## config.mk

```make
export PLATFORM = sky130hd
export DESIGN_NAME = pixel_mean_and_stddev_top
export DESIGN_NICKNAME = d
export VERILOG_FILES = /design/src/design/pms_pkg.sv /design/src/design/pms_ctrl.sv /design/src/design/pms_dp.sv /design/src/design/pixel_mean_and_stddev_top.sv
export SDC_FILE = /design/constraint.sdc
export NUM_CORES = 2
export LEC_CHECK = 0
export ABC_AREA = 1
export ABC_CLOCK_PERIOD_IN_PS = 12600
export BUFFER_PORTS_ARGS = -buffer_cell sky130_fd_sc_hd__clkbuf_2
export CAP_MARGIN = 20
export CORE_MARGIN = 2
export CORE_UTILIZATION = 30
export CTS_BUF_LIST = sky130_fd_sc_hd__clkbuf_16
export DETAILED_ROUTE_END_ITERATION = 6
export MAX_ROUTING_LAYER = met4
export SYNTH_ARGS = -nofsm -noshare
export SYNTH_HDL_FRONTEND = slang
export SYNTH_SLANG_ARGS = --single-unit
export TNS_END_PERCENT = 10
```

## constraint.sdc

```tcl
create_clock -name aclk -period 12.6 [get_ports aclk]
set_input_delay 0 -clock aclk [delete_from_list [all_inputs] [get_ports aclk]]
set_output_delay 0 -clock aclk [all_outputs]
set_load 0.005 [all_outputs]
```

## src/design/pms_pkg.sv

```systemverilog
`timescale 1ns / 1ps
`default_nettype none

package pms_pkg;

    // Field and configuration widths
    localparam int PIXEL_W   = 8;
    localparam int DIM_W     = 15;
    localparam int DIM_MAX   = 16384;
    localparam int FRAC_BITS = 8;
    localparam int MEAN_W    = 16;
    localparam int SDEV_W    = 15;

    // Accumulator widths; the count must hold DIM_MAX squared itself
    localparam int SIZE_W = 29;
    localparam int SUM_W  = 36;
    localparam int SQ_W   = 44;

    // Shift-add multiplier: product of count and square sum, plus a sign bit
    localparam int PROD_W   = SQ_W + SIZE_W + 1;
    localparam int ACC_W    = PROD_W + 1;
    localparam int MPLIER_W = SUM_W;

    // Integer square root of the scaled numerator, two radicand bits a step
    localparam int RAD_W  = PROD_W + 2 * FRAC_BITS;
    localparam int ROOT_W = RAD_W / 2;
    localparam int SREM_W = ROOT_W + 2;

    // Restoring divider, one quotient bit a step
    localparam int DVD_W  = ROOT_W;
    localparam int STEP_W = 6;

    localparam logic [STEP_W-1:0] DIV_STEPS   = STEP_W'(DVD_W);
    localparam logic [STEP_W-1:0] MUL_Q_STEPS = STEP_W'(SIZE_W);
    localparam logic [STEP_W-1:0] MUL_S_STEPS = STEP_W'(SUM_W);
    localparam logic [STEP_W-1:0] ROOT_STEPS  = STEP_W'(ROOT_W);

    localparam int TDATA_IN_W  = 8;
    localparam int TDATA_OUT_W = 32;
    localparam int CFG_ADDR_W  = 1;

    localparam logic [CFG_ADDR_W-1:0] REG_SAMPLES_PER_LINE = 1'b0;
    localparam logic [CFG_ADDR_W-1:0] REG_LINE_COUNT       = 1'b1;

    typedef enum logic [2:0] {
        ST_ACCUM,
        ST_MEAN_DIV,
        ST_MUL_Q,
        ST_MUL_S,
        ST_ROOT,
        ST_SD_DIV,
        ST_OUTPUT
    } state_t;

    typedef enum logic [2:0] {
        OP_IDLE,
        OP_DIV_MEAN,
        OP_MUL_Q,
        OP_MUL_S,
        OP_ROOT,
        OP_DIV_SD
    } op_t;

    typedef struct packed {
        logic take;
        op_t  op;
        logic init;
        logic out_load;
    } cmd_t;

    typedef struct packed {
        logic frame_last;
        logic out_free;
    } status_t;

    // A zero dimension counts as one, anything above the maximum as the maximum.
    function automatic logic [DIM_W-1:0] eff_dim(input logic [DIM_W-1:0] v);
        logic [DIM_W-1:0] r;
        if (v == '0) begin
            r = DIM_W'(1);
        end else if (v > DIM_W'(DIM_MAX)) begin
            r = DIM_W'(DIM_MAX);
        end else begin
            r = v;
        end
        return r;
    endfunction

endpackage

`default_nettype wire

```

## src/design/pms_ctrl.sv

```systemverilog
`timescale 1ns / 1ps
`default_nettype none

module pms_ctrl (
    input  wire logic             aclk,
    input  wire logic             aresetn,
    input  wire logic             s_tvalid,
    input  wire pms_pkg::status_t status,
    output pms_pkg::cmd_t         cmd
);

    pms_pkg::state_t              state_reg, state_next;
    logic [pms_pkg::STEP_W-1:0]   step_reg, step_next;
    logic                         phase_done;

    always_ff @(posedge aclk) begin
        if (!aresetn) begin
            state_reg <= pms_pkg::ST_ACCUM;
            step_reg  <= '0;
        end else begin
            state_reg <= state_next;
            step_reg  <= step_next;
        end
    end

    // Each arithmetic phase first loads its unit, then runs its steps.
    always_comb begin
        case (state_reg)
            pms_pkg::ST_MEAN_DIV: phase_done = (step_reg == pms_pkg::DIV_STEPS);
            pms_pkg::ST_MUL_Q:    phase_done = (step_reg == pms_pkg::MUL_Q_STEPS);
            pms_pkg::ST_MUL_S:    phase_done = (step_reg == pms_pkg::MUL_S_STEPS);
            pms_pkg::ST_ROOT:     phase_done = (step_reg == pms_pkg::ROOT_STEPS);
            pms_pkg::ST_SD_DIV:   phase_done = (step_reg == pms_pkg::DIV_STEPS);
            default:              phase_done = 1'b0;
        endcase
    end

    always_comb begin
        state_next = state_reg;
        step_next  = step_reg;
        case (state_reg)
            pms_pkg::ST_ACCUM: begin
                step_next = '0;
                if (s_tvalid && status.frame_last) begin
                    state_next = pms_pkg::ST_MEAN_DIV;
                end
            end
            pms_pkg::ST_MEAN_DIV, pms_pkg::ST_MUL_Q, pms_pkg::ST_MUL_S,
            pms_pkg::ST_ROOT, pms_pkg::ST_SD_DIV: begin
                if (phase_done) begin
                    step_next = '0;
                    case (state_reg)
                        pms_pkg::ST_MEAN_DIV: state_next = pms_pkg::ST_MUL_Q;
                        pms_pkg::ST_MUL_Q:    state_next = pms_pkg::ST_MUL_S;
                        pms_pkg::ST_MUL_S:    state_next = pms_pkg::ST_ROOT;
                        pms_pkg::ST_ROOT:     state_next = pms_pkg::ST_SD_DIV;
                        default:              state_next = pms_pkg::ST_OUTPUT;
                    endcase
                end else begin
                    step_next = step_reg + pms_pkg::STEP_W'(1);
                end
            end
            pms_pkg::ST_OUTPUT: begin
                step_next = '0;
                if (status.out_free) begin
                    state_next = pms_pkg::ST_ACCUM;
                end
            end
            default: begin
                state_next = pms_pkg::ST_ACCUM;
                step_next  = '0;
            end
        endcase
    end

    always_comb begin
        cmd          = '0;
        cmd.op       = pms_pkg::OP_IDLE;
        cmd.init     = (step_reg == '0);
        case (state_reg)
            pms_pkg::ST_ACCUM:    cmd.take     = 1'b1;
            pms_pkg::ST_MEAN_DIV: cmd.op       = pms_pkg::OP_DIV_MEAN;
            pms_pkg::ST_MUL_Q:    cmd.op       = pms_pkg::OP_MUL_Q;
            pms_pkg::ST_MUL_S:    cmd.op       = pms_pkg::OP_MUL_S;
            pms_pkg::ST_ROOT:     cmd.op       = pms_pkg::OP_ROOT;
            pms_pkg::ST_SD_DIV:   cmd.op       = pms_pkg::OP_DIV_SD;
            pms_pkg::ST_OUTPUT:   cmd.out_load = status.out_free;
            default:              cmd.op       = pms_pkg::OP_IDLE;
        endcase
    end

endmodule

`default_nettype wire

```

## src/design/pms_dp.sv

```systemverilog
`timescale 1ns / 1ps
`default_nettype none

module pms_dp (
    input  wire logic                        aclk,
    input  wire logic                        aresetn,
    input  wire pms_pkg::cmd_t               cmd,
    output pms_pkg::status_t                 status,
    input  wire logic [pms_pkg::SIZE_W-1:0]  frame_size,
    input  wire logic                        s_tvalid,
    input  wire logic [pms_pkg::PIXEL_W-1:0] pixel,
    output logic                             m_tvalid,
    input  wire logic                        m_tready,
    output logic [pms_pkg::MEAN_W-1:0]       mean_q8,
    output logic [pms_pkg::SDEV_W-1:0]       stddev_q8
);

    // Accumulators
    logic [pms_pkg::SUM_W-1:0]    sum_reg, sum_next;
    logic [pms_pkg::SQ_W-1:0]     sq_reg, sq_next;
    logic [pms_pkg::SIZE_W-1:0]   cnt_reg, cnt_next;
    logic [pms_pkg::SIZE_W-1:0]   cnt_inc;
    logic [2*pms_pkg::PIXEL_W-1:0] pix_sq;
    logic                         accept;

    // Divider
    logic [pms_pkg::DVD_W-1:0]    dvd_reg, dvd_next;
    logic [pms_pkg::DVD_W-1:0]    quo_reg, quo_next;
    logic [pms_pkg::SIZE_W-1:0]   rem_reg, rem_next;
    logic [pms_pkg::SIZE_W:0]     div_trial;
    logic                         div_fits;

    // Multiplier
    logic [pms_pkg::PROD_W-1:0]   mcand_reg, mcand_next;
    logic [pms_pkg::MPLIER_W-1:0] mplier_reg, mplier_next;
    logic [pms_pkg::ACC_W-1:0]    acc_reg, acc_next;

    // Square root
    logic [pms_pkg::RAD_W-1:0]    rad_reg, rad_next;
    logic [pms_pkg::ROOT_W-1:0]   root_reg, root_next;
    logic [pms_pkg::SREM_W-1:0]   srem_reg, srem_next;
    logic [pms_pkg::SREM_W+1:0]   sq_trial, sq_sub;

    // Results
    logic [pms_pkg::MEAN_W-1:0]   mean_reg, mean_next;
    logic [pms_pkg::MEAN_W-1:0]   mean_sat;
    logic [pms_pkg::SDEV_W-1:0]   sdev_sat;
    logic                         m_tvalid_reg, m_tvalid_next;
    logic [pms_pkg::MEAN_W-1:0]   m_mean_reg, m_mean_next;
    logic [pms_pkg::SDEV_W-1:0]   m_sdev_reg, m_sdev_next;

    assign accept  = s_tvalid && cmd.take;
    assign cnt_inc = cnt_reg + pms_pkg::SIZE_W'(1);
    assign pix_sq  = {{pms_pkg::PIXEL_W{1'b0}}, pixel} * {{pms_pkg::PIXEL_W{1'b0}}, pixel};

    // The frame ends on the first pixel at which the count reaches or passes the size.
    assign status.frame_last = (cnt_inc >= frame_size);
    assign status.out_free   = !m_tvalid_reg || m_tready;

    always_comb begin
        sum_next = sum_reg;
        sq_next  = sq_reg;
        cnt_next = cnt_reg;
        if (accept) begin
            sum_next = sum_reg + pms_pkg::SUM_W'(pixel);
            sq_next  = sq_reg + pms_pkg::SQ_W'(pix_sq);
            cnt_next = cnt_inc;
        end else if (cmd.out_load) begin
            sum_next = '0;
            sq_next  = '0;
            cnt_next = '0;
        end
    end

    // Restoring division by the pixel count, shared by the mean and the deviation.
    assign div_trial = {rem_reg, dvd_reg[pms_pkg::DVD_W-1]};
    assign div_fits  = (div_trial >= {1'b0, cnt_reg});

    always_comb begin
        dvd_next = dvd_reg;
        quo_next = quo_reg;
        rem_next = rem_reg;
        if (cmd.op inside {pms_pkg::OP_DIV_MEAN, pms_pkg::OP_DIV_SD}) begin
            if (cmd.init) begin
                quo_next = '0;
                rem_next = '0;
                if (cmd.op == pms_pkg::OP_DIV_MEAN) begin
                    dvd_next = pms_pkg::DVD_W'(sum_reg) << pms_pkg::FRAC_BITS;
                end else begin
                    dvd_next = pms_pkg::DVD_W'(root_reg);
                end
            end else begin
                dvd_next = dvd_reg << 1;
                quo_next = {quo_reg[pms_pkg::DVD_W-2:0], div_fits};
                if (div_fits) begin
                    rem_next = pms_pkg::SIZE_W'(div_trial - {1'b0, cnt_reg});
                end else begin
                    rem_next = div_trial[pms_pkg::SIZE_W-1:0];
                end
            end
        end
    end

    // Shift-add multiplier: accumulates count times square sum, then takes off sum squared.
    always_comb begin
        mcand_next  = mcand_reg;
        mplier_next = mplier_reg;
        acc_next    = acc_reg;
        if (cmd.op == pms_pkg::OP_MUL_Q || cmd.op == pms_pkg::OP_MUL_S) begin
            if (cmd.init) begin
                if (cmd.op == pms_pkg::OP_MUL_Q) begin
                    acc_next    = '0;
                    mcand_next  = pms_pkg::PROD_W'(sq_reg);
                    mplier_next = pms_pkg::MPLIER_W'(cnt_reg);
                end else begin
                    mcand_next  = pms_pkg::PROD_W'(sum_reg);
                    mplier_next = pms_pkg::MPLIER_W'(sum_reg);
                end
            end else begin
                mcand_next  = mcand_reg << 1;
                mplier_next = mplier_reg >> 1;
                if (mplier_reg[0]) begin
                    if (cmd.op == pms_pkg::OP_MUL_Q) begin
                        acc_next = acc_reg + pms_pkg::ACC_W'(mcand_reg);
                    end else begin
                        acc_next = acc_reg - pms_pkg::ACC_W'(mcand_reg);
                    end
                end
            end
        end
    end

    // Digit-by-digit square root, two radicand bits per step.
    assign sq_trial = {srem_reg, rad_reg[pms_pkg::RAD_W-1 -: 2]};
    assign sq_sub   = sq_trial - {1'b0, root_reg, 2'b01};

    always_comb begin
        rad_next  = rad_reg;
        root_next = root_reg;
        srem_next = srem_reg;
        if (cmd.op == pms_pkg::OP_ROOT) begin
            if (cmd.init) begin
                root_next = '0;
                srem_next = '0;
                if (acc_reg[pms_pkg::ACC_W-1]) begin
                    rad_next = '0;
                end else begin
                    rad_next = pms_pkg::RAD_W'(acc_reg[pms_pkg::PROD_W-1:0])
                               << (2 * pms_pkg::FRAC_BITS);
                end
            end else begin
                rad_next = rad_reg << 2;
                if (!sq_sub[pms_pkg::SREM_W+1]) begin
                    srem_next = sq_sub[pms_pkg::SREM_W-1:0];
                    root_next = {root_reg[pms_pkg::ROOT_W-2:0], 1'b1};
                end else begin
                    srem_next = sq_trial[pms_pkg::SREM_W-1:0];
                    root_next = {root_reg[pms_pkg::ROOT_W-2:0], 1'b0};
                end
            end
        end
    end

    // Saturate quotients that would overflow their fields.
    assign mean_sat = (|quo_reg[pms_pkg::DVD_W-1:pms_pkg::MEAN_W]) ?
                      '1 : quo_reg[pms_pkg::MEAN_W-1:0];
    assign sdev_sat = (|quo_reg[pms_pkg::DVD_W-1:pms_pkg::SDEV_W]) ?
                      '1 : quo_reg[pms_pkg::SDEV_W-1:0];

    always_comb begin
        mean_next     = mean_reg;
        m_tvalid_next = m_tvalid_reg;
        m_mean_next   = m_mean_reg;
        m_sdev_next   = m_sdev_reg;
        // The mean quotient is still in the divider when the multiplier loads.
        if (cmd.op == pms_pkg::OP_MUL_Q && cmd.init) begin
            mean_next = mean_sat;
        end
        if (cmd.out_load) begin
            m_tvalid_next = 1'b1;
            m_mean_next   = mean_reg;
            m_sdev_next   = sdev_sat;
        end else if (m_tready) begin
            m_tvalid_next = 1'b0;
        end
    end

    always_ff @(posedge aclk) begin
        if (!aresetn) begin
            sum_reg      <= '0;
            sq_reg       <= '0;
            cnt_reg      <= '0;
            m_tvalid_reg <= 1'b0;
        end else begin
            sum_reg      <= sum_next;
            sq_reg       <= sq_next;
            cnt_reg      <= cnt_next;
            m_tvalid_reg <= m_tvalid_next;
        end
    end

    always_ff @(posedge aclk) begin
        dvd_reg    <= dvd_next;
        quo_reg    <= quo_next;
        rem_reg    <= rem_next;
        mcand_reg  <= mcand_next;
        mplier_reg <= mplier_next;
        acc_reg    <= acc_next;
        rad_reg    <= rad_next;
        root_reg   <= root_next;
        srem_reg   <= srem_next;
        mean_reg   <= mean_next;
        m_mean_reg <= m_mean_next;
        m_sdev_reg <= m_sdev_next;
    end

    assign m_tvalid  = m_tvalid_reg;
    assign mean_q8   = m_mean_reg;
    assign stddev_q8 = m_sdev_reg;

    a_count_held: assert property (@(posedge aclk) disable iff (!aresetn)
        !cmd.take |-> cnt_reg != '0)
        else $error("pixel count is zero while a frame is being finished");

    a_rem_below_divisor: assert property (@(posedge aclk) disable iff (!aresetn)
        ((cmd.op == pms_pkg::OP_DIV_MEAN || cmd.op == pms_pkg::OP_DIV_SD) && !cmd.init)
        |-> rem_reg < cnt_reg)
        else $error("divider remainder is not below the pixel count");

    a_numerator_positive: assert property (@(posedge aclk) disable iff (!aresetn)
        (cmd.op == pms_pkg::OP_ROOT && cmd.init) |-> !acc_reg[pms_pkg::ACC_W-1])
        else $error("variance numerator came out negative");

    a_load_shows_result: assert property (@(posedge aclk) disable iff (!aresetn)
        cmd.out_load |=> m_tvalid_reg && sum_reg == '0 && cnt_reg == '0)
        else $error("result load did not present a result and clear the sums");

endmodule

`default_nettype wire

```

## src/design/pixel_mean_and_stddev_top.sv

```systemverilog
// Image mean and population standard deviation, unsigned Q8.8 and Q7.8.
// Pixels arrive on the s_ stream, one 8-bit pixel per request in s_tdata.
// The frame size is samples_per_line times line_count. The user must write
// them through the cfg_we / cfg_addr / cfg_wdata port while the block is
// idle; the block does not enforce this. A zero value counts as one and a
// value above 16384 counts as 16384. Within a frame a pixel is taken every
// cycle. On the last pixel s_tready drops and the frame-end arithmetic runs:
// a 45-step restoring divider for the mean, a shift-add multiplier of 29
// plus 36 steps for the variance numerator, a 45-step square root and the
// same divider again for the deviation, each loading its unit first. The
// result then moves into the output register, which raises m_tvalid, and
// s_tready rises with it; the next frame streams in while the result waits.
// If the receiver still holds an earlier result, the new one waits, with
// s_tready low, until that is taken.
// Reset clears the sums, the count and the output valid, and sets both
// dimensions to one.
`timescale 1ns / 1ps
`default_nettype none

module pixel_mean_and_stddev_top (
    input  wire logic                               aclk,
    input  wire logic                               aresetn,
    input  wire logic                               s_tvalid,
    output logic                                    s_tready,
    input  wire logic [pms_pkg::TDATA_IN_W-1:0]     s_tdata,   // [7:0] pixel
    output logic                                    m_tvalid,
    input  wire logic                               m_tready,
    output logic [pms_pkg::TDATA_OUT_W-1:0]         m_tdata,   // [15:0] mean_q8, [30:16] stddev_q8
    input  wire logic                               cfg_we,
    input  wire logic [pms_pkg::CFG_ADDR_W-1:0]     cfg_addr,
    input  wire logic [pms_pkg::DIM_W-1:0]          cfg_wdata
);

    logic [pms_pkg::DIM_W-1:0]  spl_reg, spl_next;
    logic [pms_pkg::DIM_W-1:0]  lines_reg, lines_next;
    logic [pms_pkg::SIZE_W-1:0] frame_size;
    logic [pms_pkg::DIM_W-1:0]  spl_eff, lines_eff;
    logic [pms_pkg::MEAN_W-1:0] mean_q8;
    logic [pms_pkg::SDEV_W-1:0] stddev_q8;
    pms_pkg::cmd_t              cmd;
    pms_pkg::status_t           status;

    always_comb begin
        spl_next   = spl_reg;
        lines_next = lines_reg;
        if (cfg_we) begin
            case (cfg_addr)
                pms_pkg::REG_SAMPLES_PER_LINE: spl_next   = cfg_wdata;
                pms_pkg::REG_LINE_COUNT:       lines_next = cfg_wdata;
                default:                       spl_next   = spl_reg;
            endcase
        end
    end

    always_ff @(posedge aclk) begin
        if (!aresetn) begin
            spl_reg   <= pms_pkg::DIM_W'(1);
            lines_reg <= pms_pkg::DIM_W'(1);
        end else begin
            spl_reg   <= spl_next;
            lines_reg <= lines_next;
        end
    end

    assign spl_eff    = pms_pkg::eff_dim(spl_reg);
    assign lines_eff  = pms_pkg::eff_dim(lines_reg);
    assign frame_size = pms_pkg::SIZE_W'(spl_eff) * pms_pkg::SIZE_W'(lines_eff);

    pms_ctrl u_ctrl (
        .aclk     (aclk),
        .aresetn  (aresetn),
        .s_tvalid (s_tvalid),
        .status   (status),
        .cmd      (cmd)
    );

    pms_dp u_dp (
        .aclk       (aclk),
        .aresetn    (aresetn),
        .cmd        (cmd),
        .status     (status),
        .frame_size (frame_size),
        .s_tvalid   (s_tvalid),
        .pixel      (s_tdata[pms_pkg::PIXEL_W-1:0]),
        .m_tvalid   (m_tvalid),
        .m_tready   (m_tready),
        .mean_q8    (mean_q8),
        .stddev_q8  (stddev_q8)
    );

    assign s_tready = cmd.take;
    assign m_tdata  = pms_pkg::TDATA_OUT_W'({stddev_q8, mean_q8});

endmodule

`default_nettype wire
```

* Word level (Yosys, flattened, before mapping) *
Index checks and enable logic that the tools add are counted.

word-level totals
  register bits after elaboration = 682
  input bits = 29
  output and inout port bits = 34
  word-level logic and storage cells = 121

cells by class
  add/subtract/negate cells = 8
  $mul = 2
  order comparisons = 4
  equality and inequality tests = 18
  multiplexer cells = 36
  bitwise gates (word level) = 4
  reduce and logical (&&, ||, !) cells = 25

operators by type and width
  kind                                                   count
  two-way mux 75 bit                                     4
  two-way mux 90 bit                                     2
  two-way mux 44 bit                                     3
  two-way mux 45 bit                                     2
  two-way mux 29 bit                                     3
  adder 75 x 74 -> 75 bit                                1
  subtractor 75 x 74 -> 75 bit                           1
  two-way mux 74 bit                                     1
  two-way mux 36 bit                                     2
  two-way mux 35 bit                                     2
  two-way mux 15 bit                                     4
  subtractor 49 x 47 -> 49 bit                           1
  two-way mux 47 bit                                     1
  adder 44 x 16 -> 44 bit                                1
  adder 36 x 8 -> 36 bit                                 1
  greater-or-equal comparator 30 x 29 -> 1 bit           1
  greater-than comparator 15 bit, second input constant  2
  logical NOT 15 bit                                     2
  OR reduction 30 bit                                    1
  adder 29 x 1 -> 29 bit, second input constant          1
  greater-or-equal comparator 29 bit                     1
  multiplier 15 x 15 -> 29 bit                           1
  OR reduction 29 bit                                    1
  subtractor 29 bit                                      1
  other kinds (27)                                       57

* Longest topological paths before layout *
  depth after elaboration = 8
  depth in mapped cells = 44
  depth with buffers taken out = 44

* Modules after synthesis *
A second synthesis with hierarchy kept.

unflattened totals
  cell total of the unflattened synthesis = 7650
  area, all modules = 54451.0 sq um

by module, submodules not included
  module                     times used  cells an instance  area an instance (sq um)  sequential area each (sq um)
  pms_dp                     1           6299               44766.7                   17727.0
  pixel_mean_and_stddev_top  1           1267               9082.5                    600.6
  pms_ctrl                   1           84                 601.8                     180.2

* Worst setup path after synthesis *
No wires, ideal clock.

  path type = reg2reg
  start point = register u_ctrl.state_reg[1]
  end point = register u_dp.acc_reg[0] (netlist name), enable pin
  data arrival time = 7851 ps
  data required time = 12067 ps
  slack = 4216 ps
  cell stages (with the launch flop) = 10
  buffers on the path = 1
  clock period less this slack = 8384 ps
  path through = dfxtp_1 inv_2 nor2_2 inv_2 nor2_4 inv_2 nor2_2 inv_2 clkbuf_1 a21oi_1

on the way
  word-level cells in the longest chain between the ends = 5

RTL lines
  what                                                                               line                          source
  start, declared                                                                    pms_ctrl.sv:12                pms_pkg::state_t state_reg, state_next;
  start signal, assigned                                                             pms_ctrl.sv:18                state_reg <= pms_pkg::ST_ACCUM;
  start signal, assigned                                                             pms_ctrl.sv:21                state_reg <= state_next;
  == test 3 bit, or another cell as far along                                        pms_ctrl.sv:80                case (state_reg)
  case mux 3 bit (5 select lines) (*)                                                pms_ctrl.sv:80
  == test 3 x 2 -> 1 bit (on tied branches)                                          pms_dp.sv:109, pms_dp.sv:111
  inequality test 2 bit (no source line) / logical OR 1 bit (equally long branches)  -
  AND reduction 3 bit (no source line) (*)                                           -
  end signal, assigned                                                               pms_dp.sv:208                 acc_reg <= acc_next;
  end, declared                                                                      pms_dp.sv:36                  logic [pms_pkg::ACC_W-1:0] acc_reg, acc_next;

Every way passes the cells marked *; elsewhere a longest branch is shown, timed or not.
A chain may end at the register's enable or synchronous reset.

* Final worst setup path *
  start point = register spl_reg[11] (netlist name)
  end point = register u_ctrl.state_reg[1]

on the way
  word-level cells in the longest chain between the ends = 8

RTL lines
  what                                                 line                             source
  start, declared                                      pixel_mean_and_stddev_top.sv:34  logic [pms_pkg::DIM_W-1:0] spl_reg, spl_next;
  start signal, assigned                               pixel_mean_and_stddev_top.sv:57  spl_reg <= pms_pkg::DIM_W'(1);
  start signal, assigned                               pixel_mean_and_stddev_top.sv:60  spl_reg <= spl_next;
  greater-than comparator 15 bit                       pms_pkg.sv:81                    end else if (v > DIM_W'(DIM_MAX)) begin
  two-way mux 15 bit                                   pms_pkg.sv:81
  two-way mux 15 bit (*)                               pms_pkg.sv:79                    if (v == '0) begin
  multiplier 15 x 15 -> 29 bit (*)                     pixel_mean_and_stddev_top.sv:67  assign frame_size = pms_pkg::SIZE_W'(spl_eff) * pms_pkg::SIZE_W'(lines_eff);
  greater-or-equal comparator 29 bit (*)               pms_dp.sv:57                     assign status.frame_last = (cnt_inc >= frame_size);
  logical AND 1 bit (*)                                pms_ctrl.sv:44                   if (s_tvalid && status.frame_last) begin
  inequality test 2 x 1 -> 1 bit (no source line) (*)  -
  AND reduction 3 bit (no source line) (*)             -

Marked as above.

==> results.json <==
{
  "die_w_um": 428,
  "clkSinkCount": 666,
  "netlist_top_cells_area": "edfxtp_1 29%, nand2_1 16%, inv_1 8.7%, fa_1 7.7%, ha_1 7.5%",
  "rsz0062_at_grt": "no",
  "final_area_um2": 59800,
  "synthArstFlopShare_pct": 0,
  "p_int_w": 0.00612,
  "netlist_area_um2": 53900,
  "yosysWarnings": 0,
  "swShare_pct": 45.7,
  "post_synth_and_or_nand_nor_area_fraction_pct": 27.8,
  "dpl_cell_area_um2": 56700,
  "grt.total_usage_pct": 18.5,
  "pwr-share-comb_pct": 48.4,
  "totalWireLength_mm": 168,
  "critPathArrivalTime_ps": 9130,
  "r2r_cells": 40,
  "viasPerCell": 4.84,
  "path_clk_slew_ps": 60,
  "drc": 0,
  "numCtsBuffers": 83,
  "power.density_nw_per_um2": 188,
  "cp-end-kind": "flop",
  "area_growth_syn_to_layout_pct": 11.0,
  "dr.pass1.iters": 6,
  "yosys.area.top_type_share_pct": 28.8,
  "finalHoldViolCount": 0,
  "core-area_um2": 178000,
  "netlist_instances": 7489,
  "tightest_slew_ps": 1150,
  "mostFrequentLayoutCell": "nand2_1",
  "ir_drop_mv": 0.150,
  "synthAdderAreaFrac_pct": 15.2,
  "yosysTopAreaCell": "edfxtp_1",
  "rows": 155,
  "min_path_type": "input port to flop",
  "synthMuxAreaShare_pct": 0.0209,
  "clockBufferDepth": 3,
  "synth_cell_types": 55,
  "status": "complete, no violations",
  "synth-compound-area-share_pct": 9.79,
  "die_height_um": 428,
  "cts_tree": "yes",
  "period_share_pct": 67.4,
  "die_area_um2": 183000,
  "cpMaxStageDelayCell": "nor2_1",
  "hpwl_mm": 131,
  "fmax_ghz": 0.118,
  "globalplace.congestion": 0.970,
  "slew_headroom_pct": 22.4,
  "min_period_ps": 8490,
  "slew_viol_final": 0,
  "critPathRequiredTime_ps": 13240,
  "switchingPower_w": 0.00515,
  "max_cap_viol_count": 0,
  "port_buffers": 61,
  "dr.max_layer_used": "met4",
  "antenna_found_initial": 3,
  "ctsResizeCount": 0,
  "htree_levels": 3,
  "synth_area_per_cell_um2": 7.20,
  "synth_top_family_by_area": "simple AND/OR/NAND/NOR gates",
  "drive_gt1_share_pct": 4.17,
  "first_iter_violations": 4165,
  "mostFrequentLayoutCells": "2272 x nand2_1, 1262 x inv_1, 918 x nor2_1",
  "synth_xor_area_share_pct": 2.63,
  "start_util_pct": 30.2,
  "p_total_w": 0.0113,
  "cpPeakStageDelay_ps": 570,
  "yosys_register_bits": 666,
  "pwr-share-seq_pct": 29.5,
  "yosysSeqAreaShare_pct": 34.3,
  "final_nets": 8070,
  "cp_max_fo": 10,
  "grt-ovfl-total": 0,
  "synth_edf_count": 517,
  "wl_met1_mm": 77.6,
  "io_pins": 63,
  "p_leak_nw": 27.4,
  "wl_per_cell_um": 16.9,
  "route.met2.wl_mm": 77.1,
  "postRouteAntennaNets": 0,
  "setup_violations": 0,
  "clock-root-buffer": "clkbuf_16",
  "synth_nets": 8047,
  "grt_max_degree": 184,
  "clkPwrFrac_pct": 22.1,
  "fin_util_pct": 33.5,
  "ys.flop_type": "edfxtp_1",
  "fin_tns_setup_ps": 0,
  "dr_wl_met3_mm": 9.32,
  "largest_reg_flops": 75,
  "vias": 48100,
  "crit_path_start_kind": "flop",
  "fillers": 19100,
  "finClkSkew_ps": 45.2,
  "grt_pass1_wl_mm": 262,
  "clock_latency_ps": 720,
  "hold_path_depth": 4,
  "grt_pass1_vias": 46000,
  "crit_path_frequent_cell": "nand2_1",
  "criticalPathCategory": "flop to flop"
}
-- final timing paths --
kind | start | to | slack (ps)
max | spl_reg[11] | u_ctrl.state_reg[1] | 4110
min | s_tdata[7] | u_dp.sum_reg[7] | 60
max reg2reg | spl_reg[11] | u_ctrl.state_reg[1] | 4110
min reg2reg | u_dp.mean_reg[9] | u_dp.mean_q8[9] | 400
-- cell usage after synthesis, types with 3 or more instances --
library cell  instances
o21ai_0             322
o22ai_1               7
nor2_2               21
clkbuf_1            127
edfxtp_1            517
nor3_1               75
nand2_2              14
nand3_1             242
a21oi_1             431
a22oi_1               8
o21a_1               10
buf_2                33
or2_2                11
ha_1                321
clkinv_1              8
nor2_4                4
and2_1                7
inv_1              1251
nand4_1              84
a31oi_1               4
o211ai_1             74
o221ai_1             30
dfxtp_1             149
nand3b_1             13
nor4_1               39
o21ai_1              11
nor3_2                5
xor2_1              122
o21ai_2               4
nor2_1              920
a21o_1               11
fa_1                208
inv_2                20
buf_4                 3
buf_1                14
xnor2_1              40
o31ai_1               8
o21bai_1             26
nand2_1            2273
-- cell type report --
cell class / count / area (um2) / share of cell area, %
diodes: 4 / 10.0 / 0.0167
clock inverters: 72 / 756 / 1.26
well taps: 2355 / 2950 / 4.92
clock buffers: 83 / 2080 / 3.47
repair buffers: 117 / 865 / 1.44
inverters: 1279 / 4800 / 8.02
flip-flops and latches: 666 / 18500 / 30.9
multi-input cells: 5365 / 29900 / 49.9
-- routing by layer --
layer | vias up | track usage [%]
met5 | - | -
li1 | 23900 | -
met3 | 225 | 1.90
met4 | 0 | 5.16
met2 | 1306 | 29.5
met1 | 22700 | 25.0
-- timing repair --
item / CTS / global route
buffers inserted: 0 / 0
hold buffers: 23 / 0
hold endpoints to repair: 54 / 0
endpoints found under the setup margin: 0 / 0
-- metrics by stage --
| stage | hold WS [ps] | instances | setup slack, ps |
|---|---|---|---|
| after floorplan | 113 | 7489 | 4220 |
| after global placement | 259 | 9754 | 4100 |
| after detailed placement | 269 | 9754 | 4190 |
| after CTS | 7.26 | 9932 | 4180 |
| after global routing | 97.2 | 9940 | 3370 |
| final | 61.4 | 9941 | 4110 |
-- power by group through the flow --
stage          sequential (W)  clock (W)  combinational [W]
3_5_place_dp          0.00336          0            0.00536
5_1_grt               0.00338    0.00264            0.00615
6_report              0.00332    0.00250            0.00545
3_3_place_gp          0.00335          0            0.00532
2_1_floorplan         0.00330          0            0.00389
4_1_cts               0.00332    0.00256            0.00540
-- worst max-delay path, delay by kind of cell, from the launching register on --
family	cells	cell delay (ps)
DFF	1	300
buffers and inverters	5	540
adders and majority gates	8	3660
and+or+nand+nor	26	3840
xor gates and xnor gates	1	90
-- logic make-up after synthesis --
family                     count (synthesis)
and+or+nand+nor                         3719
buffers and inverters                   1458
AOI/OAI and AO/OA                        953
DFF                                      666
adders and majority gates                529
xor gates and xnor gates                 162
other                                      1
muxes                                      1
No activity file was read; power rests on OpenSTA's default activity.
